===== config.mk =====
export PLATFORM = sky130hd
export DESIGN_NAME = rgb_led_register_write_sequencer_flat
export DESIGN_NICKNAME = d
export VERILOG_FILES = /design/src/rtl/rgbseq_pkg.sv /design/src/rtl/rgbseq_if.sv /design/src/rtl/rgbseq_decide.sv /design/src/rtl/rgbseq_burst.sv /design/src/rtl/rgb_led_register_write_sequencer.sv /design/src/flat_wrapper.sv
export SDC_FILE = /design/constraint.sdc
export NUM_CORES = 1
export LEC_CHECK = 0
export BUFFER_PORTS_ARGS = -buffer_cell sky130_fd_sc_hd__buf_2
export CAP_MARGIN = 10
export CORE_MARGIN = 2
export CORE_UTILIZATION = 40
export DETAILED_ROUTE_END_ITERATION = 16
export PLACE_DENSITY = 0.52
export RECOVER_POWER = 100
export SLEW_MARGIN = 20
export SYNTH_ARGS = -nofsm -noshare
export SYNTH_HDL_FRONTEND = slang
export SYNTH_SLANG_ARGS = --single-unit

===== constraint.sdc =====
create_clock -name clk -period 12.5 [get_ports clk]
set_input_delay 0.625 -clock clk [delete_from_list [all_inputs] [get_ports clk]]
set_output_delay 0.625 -clock clk [all_outputs]
set_load 0.03 [all_outputs]

===== src/rtl/rgbseq_pkg.sv =====
package rgbseq_pkg;

  localparam logic [6:0] LEVEL_MAX    = 7'd100;
  localparam logic [6:0] LEVEL_UNSEEN = 7'd101;

  localparam logic [7:0] MASK_UNSEEN = 8'hFF;
  localparam logic [7:0] MASK_START  = 8'h3F;

  localparam logic [7:0] KEEP_RED   = 8'h33;
  localparam logic [7:0] KEEP_GREEN = 8'h0F;
  localparam logic [7:0] KEEP_BLUE  = 8'h3C;
  localparam logic [7:0] ON_RED     = 8'h0C;
  localparam logic [7:0] ON_GREEN   = 8'h30;
  localparam logic [7:0] ON_BLUE    = 8'h03;

  localparam logic [7:0] FULL_CODE_RESET = 8'd255;

  localparam logic [1:0] ADDR_BLUE   = 2'd0;
  localparam logic [1:0] ADDR_RED    = 2'd1;
  localparam logic [1:0] ADDR_GREEN  = 2'd2;
  localparam logic [1:0] ADDR_ENABLE = 2'd3;

  // Positions of the pending writes, in the order they are sent.
  localparam int WR_RED    = 0;
  localparam int WR_GREEN  = 1;
  localparam int WR_BLUE   = 2;
  localparam int WR_ENABLE = 3;

  // Division by 99 of a product below 2**15 as a multiply by
  // ceil(2**21 / 99) and a shift right by 21; exact over that range.
  localparam logic [14:0] RECIP_99    = 15'd21184;
  localparam int          RECIP_SHIFT = 21;

  typedef struct packed {
    logic [3:0]  wr;
    logic [14:0] prod_red;
    logic [14:0] prod_green;
    logic [14:0] prod_blue;
    logic [7:0]  mask;
  } rgbseq_work_t;

  typedef struct packed {
    logic         valid;
    rgbseq_work_t work;
  } rgbseq_job_t;

  function automatic logic [6:0] clamp_level(logic [7:0] v);
    return (v > {1'b0, LEVEL_MAX}) ? LEVEL_MAX : v[6:0];
  endfunction

  function automatic logic [7:0] div_99(logic [14:0] p);
    logic [29:0] t;
    t = p * RECIP_99;
    return t[RECIP_SHIFT+7:RECIP_SHIFT];
  endfunction

endpackage


===== src/rtl/rgbseq_if.sv =====
interface rgbseq_in_if;
  logic       valid;
  logic       ready;
  logic [7:0] red_level;
  logic [7:0] green_level;
  logic [7:0] blue_level;

  modport source (output valid, output red_level, output green_level, output blue_level,
                  input ready);
  modport sink (input valid, input red_level, input green_level, input blue_level,
                output ready);
endinterface

interface rgbseq_out_if;
  logic       valid;
  logic       ready;
  logic [1:0] reg_address;
  logic [7:0] reg_value;
  logic       last_write;

  modport source (output valid, output reg_address, output reg_value, output last_write,
                  input ready);
  modport sink (input valid, input reg_address, input reg_value, input last_write,
                output ready);
endinterface


===== src/rtl/rgbseq_decide.sv =====
module rgbseq_decide (
  input  logic                     clk,
  input  logic                     rst_n,
  rgbseq_in_if.sink                in_req,
  input  logic                     cfg_wr_en,
  input  logic [7:0]               cfg_wr_data,
  input  logic                     burst_free,
  output rgbseq_pkg::rgbseq_job_t  job
);

  logic       p_valid_r;
  logic [6:0] p_red_r;
  logic [6:0] p_green_r;
  logic [6:0] p_blue_r;

  logic       job_valid_r;
  rgbseq_pkg::rgbseq_work_t work_r;
  rgbseq_pkg::rgbseq_work_t work_nxt;

  logic [6:0] prev_red_r;
  logic [6:0] prev_green_r;
  logic [6:0] prev_blue_r;
  logic [7:0] prev_mask_r;
  logic [7:0] full_code_r;

  logic       in_fire;
  logic       q_move;
  logic       p_move;
  logic       chg_red;
  logic       chg_green;
  logic       chg_blue;
  logic [7:0] mask;
  logic [6:0] red_m1;
  logic [6:0] green_m1;
  logic [6:0] blue_m1;

  assign q_move       = job_valid_r && burst_free;
  assign p_move       = p_valid_r && (!job_valid_r || q_move);
  assign in_req.ready = rst_n && (!p_valid_r || p_move);
  assign in_fire      = in_req.valid && in_req.ready;

  assign job.valid = job_valid_r;
  assign job.work  = work_r;

  always_comb begin
    chg_red   = p_red_r != prev_red_r;
    chg_green = p_green_r != prev_green_r;
    chg_blue  = p_blue_r != prev_blue_r;

    mask = (prev_mask_r == rgbseq_pkg::MASK_UNSEEN) ? rgbseq_pkg::MASK_START : prev_mask_r;
    if (chg_red) begin
      mask = (p_red_r == 7'd0) ? (mask & rgbseq_pkg::KEEP_RED) : (mask | rgbseq_pkg::ON_RED);
    end
    if (chg_green) begin
      mask = (p_green_r == 7'd0) ? (mask & rgbseq_pkg::KEEP_GREEN)
                                 : (mask | rgbseq_pkg::ON_GREEN);
    end
    if (chg_blue) begin
      mask = (p_blue_r == 7'd0) ? (mask & rgbseq_pkg::KEEP_BLUE)
                                : (mask | rgbseq_pkg::ON_BLUE);
    end

    red_m1   = p_red_r - 7'd1;
    green_m1 = p_green_r - 7'd1;
    blue_m1  = p_blue_r - 7'd1;

    work_nxt.wr[rgbseq_pkg::WR_RED]    = chg_red && (p_red_r != 7'd0);
    work_nxt.wr[rgbseq_pkg::WR_GREEN]  = chg_green && (p_green_r != 7'd0);
    work_nxt.wr[rgbseq_pkg::WR_BLUE]   = chg_blue && (p_blue_r != 7'd0);
    work_nxt.wr[rgbseq_pkg::WR_ENABLE] = mask != prev_mask_r;
    work_nxt.prod_red   = 15'(red_m1) * 15'(full_code_r);
    work_nxt.prod_green = 15'(green_m1) * 15'(full_code_r);
    work_nxt.prod_blue  = 15'(blue_m1) * 15'(full_code_r);
    work_nxt.mask       = mask;
  end

  always_ff @(posedge clk) begin
    if (!rst_n) begin
      p_valid_r    <= 1'b0;
      job_valid_r  <= 1'b0;
      prev_red_r   <= rgbseq_pkg::LEVEL_UNSEEN;
      prev_green_r <= rgbseq_pkg::LEVEL_UNSEEN;
      prev_blue_r  <= rgbseq_pkg::LEVEL_UNSEEN;
      prev_mask_r  <= rgbseq_pkg::MASK_UNSEEN;
      full_code_r  <= rgbseq_pkg::FULL_CODE_RESET;
    end else begin
      p_valid_r   <= in_fire || (p_valid_r && !p_move);
      job_valid_r <= p_move || (job_valid_r && !q_move);
      if (cfg_wr_en) begin
        full_code_r <= cfg_wr_data;
      end
      if (p_move) begin
        prev_red_r   <= p_red_r;
        prev_green_r <= p_green_r;
        prev_blue_r  <= p_blue_r;
        prev_mask_r  <= mask;
      end
    end
  end

  always_ff @(posedge clk) begin
    if (in_fire) begin
      p_red_r   <= rgbseq_pkg::clamp_level(in_req.red_level);
      p_green_r <= rgbseq_pkg::clamp_level(in_req.green_level);
      p_blue_r  <= rgbseq_pkg::clamp_level(in_req.blue_level);
    end
    if (p_move) begin
      work_r <= work_nxt;
    end
  end

endmodule


===== src/rtl/rgbseq_burst.sv =====
module rgbseq_burst (
  input  logic                     clk,
  input  logic                     rst_n,
  input  rgbseq_pkg::rgbseq_job_t  job,
  output logic                     burst_free,
  rgbseq_out_if.source             out_req
);

  logic [3:0] pend_r;
  logic [7:0] cur_red_r;
  logic [7:0] cur_green_r;
  logic [7:0] cur_blue_r;
  logic [7:0] mask_r;

  logic [3:0] sel;
  logic       out_fire;
  logic       load;

  always_comb begin
    sel                 = 4'b0000;
    out_req.reg_address = rgbseq_pkg::ADDR_ENABLE;
    out_req.reg_value   = mask_r;
    if (pend_r[rgbseq_pkg::WR_RED]) begin
      sel[rgbseq_pkg::WR_RED] = 1'b1;
      out_req.reg_address     = rgbseq_pkg::ADDR_RED;
      out_req.reg_value       = cur_red_r;
    end else if (pend_r[rgbseq_pkg::WR_GREEN]) begin
      sel[rgbseq_pkg::WR_GREEN] = 1'b1;
      out_req.reg_address       = rgbseq_pkg::ADDR_GREEN;
      out_req.reg_value         = cur_green_r;
    end else if (pend_r[rgbseq_pkg::WR_BLUE]) begin
      sel[rgbseq_pkg::WR_BLUE] = 1'b1;
      out_req.reg_address      = rgbseq_pkg::ADDR_BLUE;
      out_req.reg_value        = cur_blue_r;
    end else begin
      sel[rgbseq_pkg::WR_ENABLE] = pend_r[rgbseq_pkg::WR_ENABLE];
    end
  end

  assign out_req.valid      = |pend_r;
  assign out_req.last_write = (pend_r & (pend_r - 4'd1)) == 4'd0;
  assign out_fire           = out_req.valid && out_req.ready;
  assign burst_free         = !out_req.valid || (out_fire && out_req.last_write);
  assign load               = job.valid && burst_free;

  always_ff @(posedge clk) begin
    if (!rst_n) begin
      pend_r <= 4'b0000;
    end else if (load) begin
      pend_r <= job.work.wr;
    end else if (out_fire) begin
      pend_r <= pend_r & ~sel;
    end
  end

  always_ff @(posedge clk) begin
    if (load) begin
      cur_red_r   <= rgbseq_pkg::div_99(job.work.prod_red);
      cur_green_r <= rgbseq_pkg::div_99(job.work.prod_green);
      cur_blue_r  <= rgbseq_pkg::div_99(job.work.prod_blue);
      mask_r      <= job.work.mask;
    end
  end

endmodule


===== src/rtl/rgb_led_register_write_sequencer.sv =====
// A request passes the input register, then the decision and product register, then the write
// buffer, from which its first register write is offered; a busy write buffer can hold it back.
// Throughput: one request per cycle while requests cause at most one write each and the output
// is ready; a request causing n writes holds the write buffer until all n are taken (up to four).
// Reset: the pipeline empties, the stored levels read as unseen, the enable mask as never
// written, and the full power current code returns to 255.
module rgb_led_register_write_sequencer (
  input  logic          clk,
  input  logic          rst_n,
  rgbseq_in_if.sink     in_req,
  rgbseq_out_if.source  out_req,
  input  logic          cfg_wr_en,
  input  logic [7:0]    cfg_wr_data
);

  rgbseq_pkg::rgbseq_job_t job;
  logic                    burst_free;

  rgbseq_decide u_decide (
    .clk         (clk),
    .rst_n       (rst_n),
    .in_req      (in_req),
    .cfg_wr_en   (cfg_wr_en),
    .cfg_wr_data (cfg_wr_data),
    .burst_free  (burst_free),
    .job         (job)
  );

  rgbseq_burst u_burst (
    .clk        (clk),
    .rst_n      (rst_n),
    .job        (job),
    .burst_free (burst_free),
    .out_req    (out_req)
  );

  a_enable_last: assert property (@(posedge clk) disable iff (!rst_n)
    out_req.valid && (out_req.reg_address == rgbseq_pkg::ADDR_ENABLE) |-> out_req.last_write)
    else $error("enable register write is not the last write of its request");

  a_job_held: assert property (@(posedge clk) disable iff (!rst_n)
    job.valid && !burst_free |=> job.valid && $stable(job))
    else $error("decided request changed while the write buffer was busy");

  a_burst_continues: assert property (@(posedge clk) disable iff (!rst_n)
    out_req.valid && out_req.ready && !out_req.last_write |=> out_req.valid)
    else $error("write burst ended before its last write");

endmodule


===== src/flat_wrapper.sv =====
// flat-port wrapper written by rule: the top's interface ports become plain ports
module rgb_led_register_write_sequencer_flat 
  (clk, rst_n, cfg_wr_en, cfg_wr_data, in_req_valid, in_req_red_level, in_req_green_level, in_req_blue_level, in_req_ready, out_req_valid, out_req_reg_address, out_req_reg_value, out_req_last_write, out_req_ready);
  rgbseq_in_if in_req_i ();
  rgbseq_out_if out_req_i ();
  input  logic clk;
  input  logic rst_n;
  input  logic cfg_wr_en;
  input  logic [7:0] cfg_wr_data;
  input wire logic [$bits(in_req_i.valid)-1:0] in_req_valid;
  input wire logic [$bits(in_req_i.red_level)-1:0] in_req_red_level;
  input wire logic [$bits(in_req_i.green_level)-1:0] in_req_green_level;
  input wire logic [$bits(in_req_i.blue_level)-1:0] in_req_blue_level;
  output wire logic [$bits(in_req_i.ready)-1:0] in_req_ready;
  output wire logic [$bits(out_req_i.valid)-1:0] out_req_valid;
  output wire logic [$bits(out_req_i.reg_address)-1:0] out_req_reg_address;
  output wire logic [$bits(out_req_i.reg_value)-1:0] out_req_reg_value;
  output wire logic [$bits(out_req_i.last_write)-1:0] out_req_last_write;
  input wire logic [$bits(out_req_i.ready)-1:0] out_req_ready;
  assign in_req_i.valid = in_req_valid;
  assign in_req_i.red_level = in_req_red_level;
  assign in_req_i.green_level = in_req_green_level;
  assign in_req_i.blue_level = in_req_blue_level;
  assign in_req_ready = in_req_i.ready;
  assign out_req_valid = out_req_i.valid;
  assign out_req_reg_address = out_req_i.reg_address;
  assign out_req_reg_value = out_req_i.reg_value;
  assign out_req_last_write = out_req_i.last_write;
  assign out_req_i.ready = out_req_ready;
  rgb_led_register_write_sequencer u_core (.clk(clk), .rst_n(rst_n), .in_req(in_req_i), .out_req(out_req_i), .cfg_wr_en(cfg_wr_en), .cfg_wr_data(cfg_wr_data));
endmodule

==> flow_summary.json, run 1 <==
{
  "status": "finished, violations left",
  "violations": "capacitance limit, slew limit",
  "hold_path.class": "input port to register",
  "grt-busiest-layer": "met2",
  "drt_iter0_markers": 418,
  "synthesis.instances": 1805,
  "post_cts_buffers": 0,
  "required_ns": 12.69,
  "antenna_cells": 0,
  "synth_area_leaders": "ha_1, fa_1, edfxtp_1",
  "ant_nets": 0,
  "cts-root-buf": "clkbuf_16",
  "rows": 77,
  "crit_path_max_incr_delay_ns": 0.56,
  "ys_types": 61,
  "holdBufCountCts": 0,
  "antenna_found_initial": 0,
  "clk_latency_ns": 0.45,
  "port_buffers": 49,
  "maxCapViolCount": 4,
  "cp.arrival_ns": 5.76,
  "clock_sinks": 153,
  "synth_area_per_cell_um2": 9.988,
  "grt_pass1_vias": 12292,
  "grt_use_total_pct": 16.32,
  "async_reset_ff_share_pct": 0,
  "synth_top_cell_by_area": "ha_1",
  "htree_levels": 4,
  "multi_input_area_um2": 12450,
  "wirelength_mm": 35.85,
  "viasPerCell": 4.831,
  "drive_gt1_share_pct": 4.252,
  "fillers": 4385,
  "initial_core_util_pct": 40.68,
  "worstSetupPathType": "register to register",
  "fin_skew_ns": 0.01600,
  "core_um2": 44320,
  "maxSlewViolCount": 190,
  "clockBufferDepth": 2,
  "dr.pass1.iters": 4,
  "numCtsBuffers": 17,
  "dieHeight_um": 216.3,
  "yosysWarningCount": 0,
  "setup_tns_ns": 0,
  "cp_slowest_cell": "xor2_1",
  "syn_to_final_growth_pct": 8.182,
  "nNetsFinal": 2400,
  "synth_ff_type": "edfxtp_1",
  "grt_start_max_net_pins": 76,
  "max_freq_ghz": 0.1795,
  "grt_pass1_wl_mm": 61.24,
  "syn_nets": 2360,
  "cts_tree": "done",
  "synth_edf_count": 110,
  "routabilityCongestion": 0.7996,
  "worst_pin_slew_ns": 4.000,
  "period_needed_ns": 5.570,
  "period_share_pct": 44.56,
  "drcViolationCount": 0,
  "die_w_um": 216.3,
  "grt_use_met3_pct": 2.400,
  "grt_use_met1_pct": 23.26,
  "regArea_um2": 4164,
  "wl_per_cell_um": 14.63,
  "finalHoldViolations": 0,
  "num_io_pins": 50,
  "dp_hpwl_mm": 29.46,
  "path_common_cell": "fa_1",
  "ys_seq_area_share_pct": 23.10,
  "ys_ff_latch": 153,
  "vias": 11835,
  "slew_headroom_pct": -166.7,
  "synth_area_um2": 18030,
  "cp_max_fo": 8,
  "met2_usage_pct": 25.93,
  "final-setup-viol-count": 0,
  "clkSlewWorstSetupHoldPaths_ns": 0.07,
  "whs_ns": 0.3853,
  "grt_overflow": 0,
  "cp-start-kind": "register",
  "synth_top_area_share_pct": 23.46,
  "dieArea_um2": 46790,
  "cp_cell_sequence": "inv_1 -> ha_1 -> xor2_1 -> and2_1 -> fa_1 -> fa_1 -> fa_1 -> inv_1 -> fa_1 -> inv_1 -> ha_1 -> or3_1 -> o211a_1 -> a211oi_1 -> a21oi_1 -> xnor2_1",
  "crit_path_end_kind": "register",
  "cts-resized-gates": 0,
  "rsz0062_at_grt": "no"
}
-- cells in the mapped netlist, types with 9 or more instances --
master and n:
nand2b_1 9, o21bai_1 9, o211ai_1 10, fa_1 180, dfxtp_1 43, a211oi_1 9, a21boi_0 11, a21oi_1 45
a21o_1 17, xnor2_1 69, o21ai_0 30, and2_1 87, nor3_1 16, nand2_1 132, edfxtp_1 110, xor2_1 30
nor2b_1 73, or3_1 12, mux2i_1 16, inv_1 330, clkbuf_1 32, nand3_1 33, ha_1 338, nor2_1 65
o21a_1 10
-- layer usage --
layer | routed length [um] | vias to the layer above
met5 | 0 | -
met2 | 16010 | 108
met3 | 878 | 28
li1 | - | 5995
met4 | 501 | 0
met1 | 18460 | 5704
-- cell usage in the layout (no fill, tap or decap), types with 9 or more instances in the layout --
cell | synthesis | routed
o21a_1 | 10 | 10
dfxtp_1 | 43 | 43
and2_0 | 0 | 27
o21ai_0 | 30 | 32
edfxtp_1 | 110 | 110
and2_1 | 87 | 60
clkbuf_16 | 0 | 18
xnor2_1 | 69 | 69
ha_1 | 338 | 338
o21bai_1 | 9 | 9
a21boi_0 | 11 | 11
nor3_1 | 16 | 16
nand3_1 | 33 | 33
inv_1 | 330 | 331
nand2_1 | 132 | 132
a211oi_1 | 9 | 9
nor2_1 | 65 | 65
nand2b_1 | 9 | 9
o211ai_1 | 10 | 10
fa_1 | 180 | 180
nor2b_1 | 73 | 73
mux2i_1 | 16 | 16
clkbuf_1 | 32 | 20
a21o_1 | 17 | 17
or3_1 | 12 | 12
xor2_1 | 30 | 30
buf_2 | 3 | 33
a21oi_1 | 45 | 46
-- final cells by class --
cell class	count	area share, %
well taps	592	3.798
flip-flops and latches	153	21.35
repair buffers	58	1.424
inverters	331	6.370
clock inverters	14	0.8981
multi-input cells	1284	63.85
clock buffers	18	2.309
-- kinds of logic (layout without fill, tap and decap cells) --
kind of cell    Yosys count  in the layout  synth area share, %
compound gates          180            180                6.614
fa+ha+maj               520            520                43.56
flops                   153            153                23.10
xor+xnor                 99             99                4.809
buf+inv                 368            421                7.704
simple gates            469            469                13.33
mux                      16             16               0.8883
-- worst max-delay path: cells and delay by family, from the launching register on --
family / cells / cell delay, ns
compound gates: 3 / 0.62
xor+xnor: 2 / 0.72
fa+ha+maj: 6 / 2.51
buf+inv: 3 / 0.36
flops: 1 / 0.54
simple gates: 2 / 0.56
-- worst paths after layout --
check | startpoint | end | slack [ns] | cells past startpoint
hold / removal | cfg_wr_data[0] | u_core.u_decide.full_code_r[0]$_SDFFE_PN1P_ | 0.39 | 3
hold reg to reg | u_core.u_decide.job[4]$_DFFE_PP_ | u_core.u_burst.mask_r[4]$_DFFE_PP_ | 0.42 | 0
setup reg to reg | u_core.u_decide.p_green_r[0]$_SDFFCE_PN0P_ | u_core.u_decide.job[37]$_DFFE_PP_ | 6.93 | 16
setup / recovery | u_core.u_decide.p_green_r[0]$_SDFFCE_PN0P_ | u_core.u_decide.job[37]$_DFFE_PP_ | 6.93 | 16
-- sequential cells by signal, summed over array words and instances (netlist names), 8 cells and up --
register and count:
u_core.u_burst.cur_blue_r 8, u_core.u_burst.cur_green_r 8, u_core.u_burst.cur_red_r 8, u_core.u_burst.mask_r 8, u_core.u_decide.prev_mask_r 8, u_core.u_decide.job 57, u_core.u_decide.full_code_r 8
-- metrics by stage --
stage / utilization (%) / cell area [um2] / worst slack (ns) / std cells
final: 44.01 / 19500 / 6.930 / 2450
after global routing: 44.01 / 19500 / 6.582 / 2450
after detailed placement: 42.73 / 18940 / 6.974 / 2418
after floorplan: - / 18030 / 7.371 / 1805
after global placement: 42.73 / 18940 / 7.091 / 2418
after CTS: 44.14 / 19560 / 6.961 / 2450
Power of run 1 is left out: the tool's default activity adds up to more than one toggle a clock period on the data nets, which glitch-free logic cannot reach.
==> run 2: changes to the inputs <==
--- a/config.mk
+++ b/config.mk
@@ -10,7 +10,7 @@
 export CORE_MARGIN = 2
 export CORE_UTILIZATION = 40
 export DETAILED_ROUTE_END_ITERATION = 16
-export PLACE_DENSITY = 0.52
+export PLACE_DENSITY = 0.54
 export RECOVER_POWER = 100
 export SLEW_MARGIN = 20
 export SYNTH_ARGS = -nofsm -noshare
==> constraint.sdc (replaced) <==
create_clock -name clk -period 5.1 [get_ports clk]
set_input_delay 0.255 -clock clk [delete_from_list [all_inputs] [get_ports clk]]
set_output_delay 0.255 -clock clk [all_outputs]
set_load 0.03 [all_outputs]
==> run 2 against run 1 <==
Against the previous run: first-iteration DRC count shrank 6.7%; the flow still finishes with violations (capacitance limit, slew limit); largest cell class unchanged; critical endpoint is now u_core.u_decide.job[22]$_DFFE_PP_; sequential share of layout area decreased by 0.53 points; utilization rose by 1.1 points.
==> flow_summary.json, run 2 (same netlist as run 1, synthesis figures left out) <==
{
  "routed.top_layer": "met4",
  "worst_pin_slew_ns": 1.825,
  "status": "finished, violations left",
  "cts-root-buf": "clkbuf_16",
  "grt_use_total_pct": 16.20,
  "dp_hpwl_mm": 29.82,
  "initial_core_util_pct": 40.68,
  "maxSlewViolCount": 133,
  "maxCapViolCount": 3,
  "largest_reg_flops": 57,
  "wl_met3_um": 610,
  "routabilityCongestion": 0.8204,
  "fin_skew_ns": 0.01923,
  "rows": 77,
  "antenna_cells": 0,
  "slew_headroom_pct": -21.64,
  "die_w_um": 216.3,
  "cp_max_fo": 4,
  "drcViolationCount": 0,
  "clockBufferDepth": 2,
  "htree_levels": 4,
  "clkSlewWorstSetupHoldPaths_ns": 0.07,
  "grt_overflow": 0,
  "drt_iter0_markers": 390,
  "drive_gt1_share_pct": 8.015,
  "syn_to_final_growth_pct": 10.92,
  "core_um2": 44320,
  "rsz0062_at_grt": "yes",
  "dr.pass1.iters": 4,
  "cts_tree": "done",
  "met2RoutedLength_mm": 16.38,
  "violations": "capacitance limit, slew limit",
  "cp.arrival_ns": 5.18,
  "vias": 11877,
  "nNetsFinal": 2451,
  "setup_tns_ns": 0,
  "numCtsBuffers": 17,
  "hold_path.class": "input port to register",
  "required_ns": 5.29,
  "layout_commonest_cell": "ha_1",
  "dieHeight_um": 216.3,
  "antenna_found_initial": 0,
  "port_buffers": 49,
  "grt_start_max_net_pins": 64,
  "dieArea_um2": 46790,
  "final_cell_mix": "ha_1, inv_1, fa_1",
  "period_share_pct": 97.79,
  "period_needed_ns": 4.987,
  "viasPerCell": 4.749,
  "grt_pass1_wl_mm": 61.49,
  "wirelength_mm": 35.81,
  "finalHoldViolations": 0,
  "met1_length_mm": 18.42,
  "worstSetupPathType": "register to register",
  "final-setup-viol-count": 0,
  "num_io_pins": 50,
  "crit_path_end_kind": "register",
  "ant_nets": 0,
  "wl_per_cell_um": 14.32,
  "clock_sinks": 153,
  "max_freq_ghz": 0.2005,
  "grt_pass1_vias": 12537,
  "clk_latency_ns": 0.46,
  "cp-start-kind": "register"
}
==> run 2: worst paths after layout <==
path / from / end / slack [ns] / cells past startpoint
setup reg to reg: u_core.u_decide.p_blue_r[0]$_SDFFCE_PN0P_ / u_core.u_decide.job[22]$_DFFE_PP_ / 0.11 / 18
hold reg to reg: u_core.u_decide.job[6]$_DFFE_PP_ / u_core.u_burst.mask_r[6]$_DFFE_PP_ / 0.42 / 0
hold / removal: cfg_wr_data[0] / u_core.u_decide.full_code_r[0]$_SDFFE_PN1P_ / 0.03 / 3
setup / recovery: u_core.u_decide.p_blue_r[0]$_SDFFCE_PN0P_ / u_core.u_decide.job[22]$_DFFE_PP_ / 0.11 / 18
==> run 2: per-layer routing <==
metal | up-vias | track usage [%]
met5 | - | 0
met4 | 0 | 3.539
met3 | 20 | 2.330
met2 | 86 | 26.93
met1 | 5677 | 22.42
li1 | 6094 | -
==> run 2: layout make-up <==
| cell class | count | area [um2] |
|---|---|---|
| Clock buffer | 18 | 429.2 |
| Clock inverter | 14 | 151.4 |
| Fill cell | 4273 | 24320 |
| Inverter | 331 | 1242 |
| Multi-Input combinational cell | 1284 | 12630 |
| Sequential cell | 153 | 4164 |
| Tap cell | 592 | 740.7 |
| Timing Repair Buffer | 109 | 640.6 |
==> run 2: stage by stage <==
step / setup WS, ns / hold slack, ns / std cells / instance area [um2] / utilization, %
floorplan: 0.05215 / 0.3839 / 1805 / 18030 / -
global placement: 0.1749 / 0.4012 / 2456 / 19230 / 43.38
detailed placement: 0.1148 / 0.4054 / 2456 / 19230 / 43.38
CTS: 0.08165 / 0.0006943 / 2490 / 19830 / 44.74
global route: -0.06139 / 0.02020 / 2501 / 20000 / 45.12
finish: 0.1126 / 0.02693 / 2501 / 20000 / 45.12
==> run 2: what timing repair did <==
| item | in CTS | in global routing |
|---|---|---|
| endpoints found under the hold margin | 2 | 0 |
| hold buffers | 2 | 0 |
| resized for setup | 0 | 34 |
| endpoints found under the setup margin | 0 | 11 |
| buffers inserted | 0 | 11 |
==> run 2: critical path, cell delays in order (launching register included) <==
cell      delay [ns]
edfxtp_1        0.45
inv_2           0.11
ha_4            0.15
nand2_4         0.05
or4_4           0.50
nand2_4         0.08
and2_4          0.14
fa_1            0.44
fa_1            0.49
fa_1            0.49
inv_1           0.05
fa_1            0.49
inv_2           0.05
ha_4            0.21
or3_1           0.34
o211a_1         0.14
a211oi_2        0.32
a21oi_2         0.09
xnor2_1         0.13
Power of run 2 is left out for the same reason.
==> run 3: changes to the inputs <==
--- a/config.mk
+++ b/config.mk
@@ -8,9 +8,9 @@
 export BUFFER_PORTS_ARGS = -buffer_cell sky130_fd_sc_hd__buf_2
 export CAP_MARGIN = 10
 export CORE_MARGIN = 2
-export CORE_UTILIZATION = 40
+export CORE_UTILIZATION = 50
 export DETAILED_ROUTE_END_ITERATION = 16
-export PLACE_DENSITY = 0.54
+export PLACE_DENSITY = 0.66
 export RECOVER_POWER = 100
 export SLEW_MARGIN = 20
 export SYNTH_ARGS = -nofsm -noshare
==> run 3 against run 2 <==
Against the previous run: the flow still finishes with violations (capacitance limit, slew limit); clock skew shrank 0.0057 ns; sequential cell count unchanged; clock-buffer cell count is 1 higher; register-to-register slack gained 0.06 ns; via count up 2.1%; sequential share of layout area is 0.31 points higher; die area decreased by 20%; first-iteration DRC count is 28% higher; fmax grew 1.3%; non-clock buffer count shrank 11; critical endpoint unchanged.
==> flow_summary.json, run 3 (same netlist as run 1, synthesis figures left out) <==
{
  "dr.pass1.iters": 5,
  "worstSetupPathType": "register to register",
  "hold_path.class": "input port to register",
  "cp-startpoint": "u_core.u_decide.p_blue_r[0]$_SDFFCE_PN0P_",
  "largest_reg_flops": 57,
  "dieArea_um2": 37590,
  "path_common_cell": "fa_1",
  "port_buffers": 49,
  "cts_tree": "done",
  "dieHeight_um": 193.9,
  "r2r_end": "u_core.u_decide.job[22]$_DFFE_PP_",
  "viasPerCell": 5.138,
  "num_io_pins": 50,
  "cp_slowest_cell": "fa_1",
  "period_share_pct": 96.57,
  "drt_iter0_markers": 498,
  "wl_per_cell_um": 14.97,
  "finalHoldViolations": 0,
  "required_ns": 5.30,
  "multi_input_area_um2": 12610,
  "ant_nets": 0,
  "layout_commonest_cell": "ha_1",
  "syn_to_final_growth_pct": 9.272,
  "reg2reg_slack_ns": 0.17,
  "grt_use_total_pct": 19.87,
  "core_um2": 35570,
  "numCtsBuffers": 17,
  "dp_hpwl_mm": 29.03,
  "status": "finished, violations left",
  "holdBufCountCts": 0,
  "min_path_cells": 3,
  "clkSlewWorstSetupHoldPaths_ns": 0.07,
  "cp-start-kind": "register",
  "fillers": 3150,
  "fin_skew_ns": 0.01351,
  "whs_ns": 0.02760,
  "drcViolationCount": 0,
  "die_w_um": 193.9,
  "maxSlewViolCount": 34,
  "critPathTopFamily": "adder cells",
  "clock_sinks": 153,
  "grt_pass1_wl_mm": 61.03,
  "wirelength_mm": 35.30,
  "min_from": "cfg_wr_data[6]",
  "critPathBufInv": 3,
  "max_freq_ghz": 0.2030,
  "grt_pass1_vias": 12773,
  "clk_latency_ns": 0.44,
  "antenna_found_initial": 0,
  "grt_start_max_net_pins": 46,
  "cp_max_fo": 4,
  "antenna_cells": 0,
  "worst_pin_slew_ns": 1.683,
  "regArea_um2": 4164,
  "violations": "capacitance limit, slew limit",
  "crit_path_end_kind": "register",
  "grt_overflow": 0,
  "drive_gt1_share_pct": 7.218,
  "routabilityCongestion": 0.8424,
  "crit_path_max_incr_delay_ns": 0.49,
  "final_cell_mix": "ha_1, inv_1, fa_1",
  "cp.arrival_ns": 5.12,
  "cts-root-buf": "clkbuf_16",
  "r2r_cells": 18,
  "maxCapViolCount": 1,
  "final-setup-viol-count": 0,
  "rows": 69,
  "vias": 12121,
  "initial_core_util_pct": 50.69,
  "htree_levels": 4,
  "nNetsFinal": 2440,
  "period_needed_ns": 4.925,
  "reg2reg_from": "u_core.u_decide.p_blue_r[0]$_SDFFCE_PN0P_",
  "clockBufferDepth": 2,
  "cp_num_cells": 18,
  "min_to": "u_core.u_decide.full_code_r[6]$_SDFFE_PN1P_",
  "slew_headroom_pct": -12.21,
  "cp_cell_sequence": "inv_2 -> ha_2 -> nand2_2 -> or4_4 -> nand2_2 -> and2_4 -> fa_1 -> fa_1 -> fa_1 -> inv_1 -> fa_1 -> inv_1 -> ha_4 -> or3_1 -> o211a_1 -> a211oi_2 -> a21oi_2 -> xnor2_1"
}
run 3: cell types whose count changed in the layout (fill, tap and decap cells not counted), sizes merged:
cell | before | now
dlygate4sd3 | 2 | 0
buf | 79 | 70
bufinv | 0 | 1
inv | 339 | 335
clkbuf | 46 | 47
clkinv | 3 | 5
run 3: worst max path at each step:
stage | slack, ns | end
finish | 0.17 | u_core.u_decide.job[22]$_DFFE_PP_
global placement | 0.16 | u_core.u_decide.job[22]$_DFFE_PP_
global route | -0.03 | u_core.u_decide.job[22]$_DFFE_PP_
floorplan | 0.05 | u_core.u_decide.job[22]$_DFFE_PP_
detailed placement | 0.08 | u_core.u_decide.job[37]$_DFFE_PP_
CTS | 0.08 | u_core.u_decide.job[22]$_DFFE_PP_
run 3: area by class of cell:
class | instances | share of cell area, %
clock buffers | 19 | 2.198
clock inverters | 13 | 0.6097
inverters | 331 | 6.307
multi-input cells | 1284 | 64.00
flip-flops and latches | 153 | 21.14
well taps | 461 | 2.928
repair buffers | 98 | 2.826
run 3: per-stage QoR:
| step | cells | utilization (%) | instance area [um2] | worst slack (ns) | setup TNS, ns |
|---|---|---|---|---|---|
| after global placement | 2324 | 53.57 | 19050 | 0.1568 | 0 |
| after global routing | 2359 | 55.39 | 19700 | -0.02588 | -0.02588 |
| after detailed placement | 2324 | 53.57 | 19050 | 0.07789 | 0 |
| after CTS | 2356 | 55.13 | 19610 | 0.08038 | 0 |
| after floorplan | 1805 | - | 18030 | 0.05215 | 0 |
| final | 2359 | 55.39 | 19700 | 0.1750 | 0 |
run 3: worst register-to-register path, cell delays in order (launching register included):
cell	delay, ns
edfxtp_1	0.44
inv_2	0.08
ha_2	0.19
nand2_2	0.07
or4_4	0.44
nand2_2	0.11
and2_4	0.15
fa_1	0.43
fa_1	0.46
fa_1	0.49
inv_1	0.05
fa_1	0.47
inv_1	0.06
ha_4	0.23
or3_1	0.34
o211a_1	0.15
a211oi_2	0.31
a21oi_2	0.09
xnor2_1	0.13
run 3: per-layer routing:
metal  track usage [%]  up-vias  share of wire (%)
met1             27.01     5854                 49
met2             33.62      160                 47
met4             4.882        0                1.5
met3             2.783       34                3.0
met5                 0        -                  0
li1                  -     6073                  -
run 3: what timing repair did:
action                     4_1_cts  5_1_grt
setup buffers                    0        3
setup endpoints to repair        0       11
resized for setup                0       26
Power of run 3 is left out for the same reason.
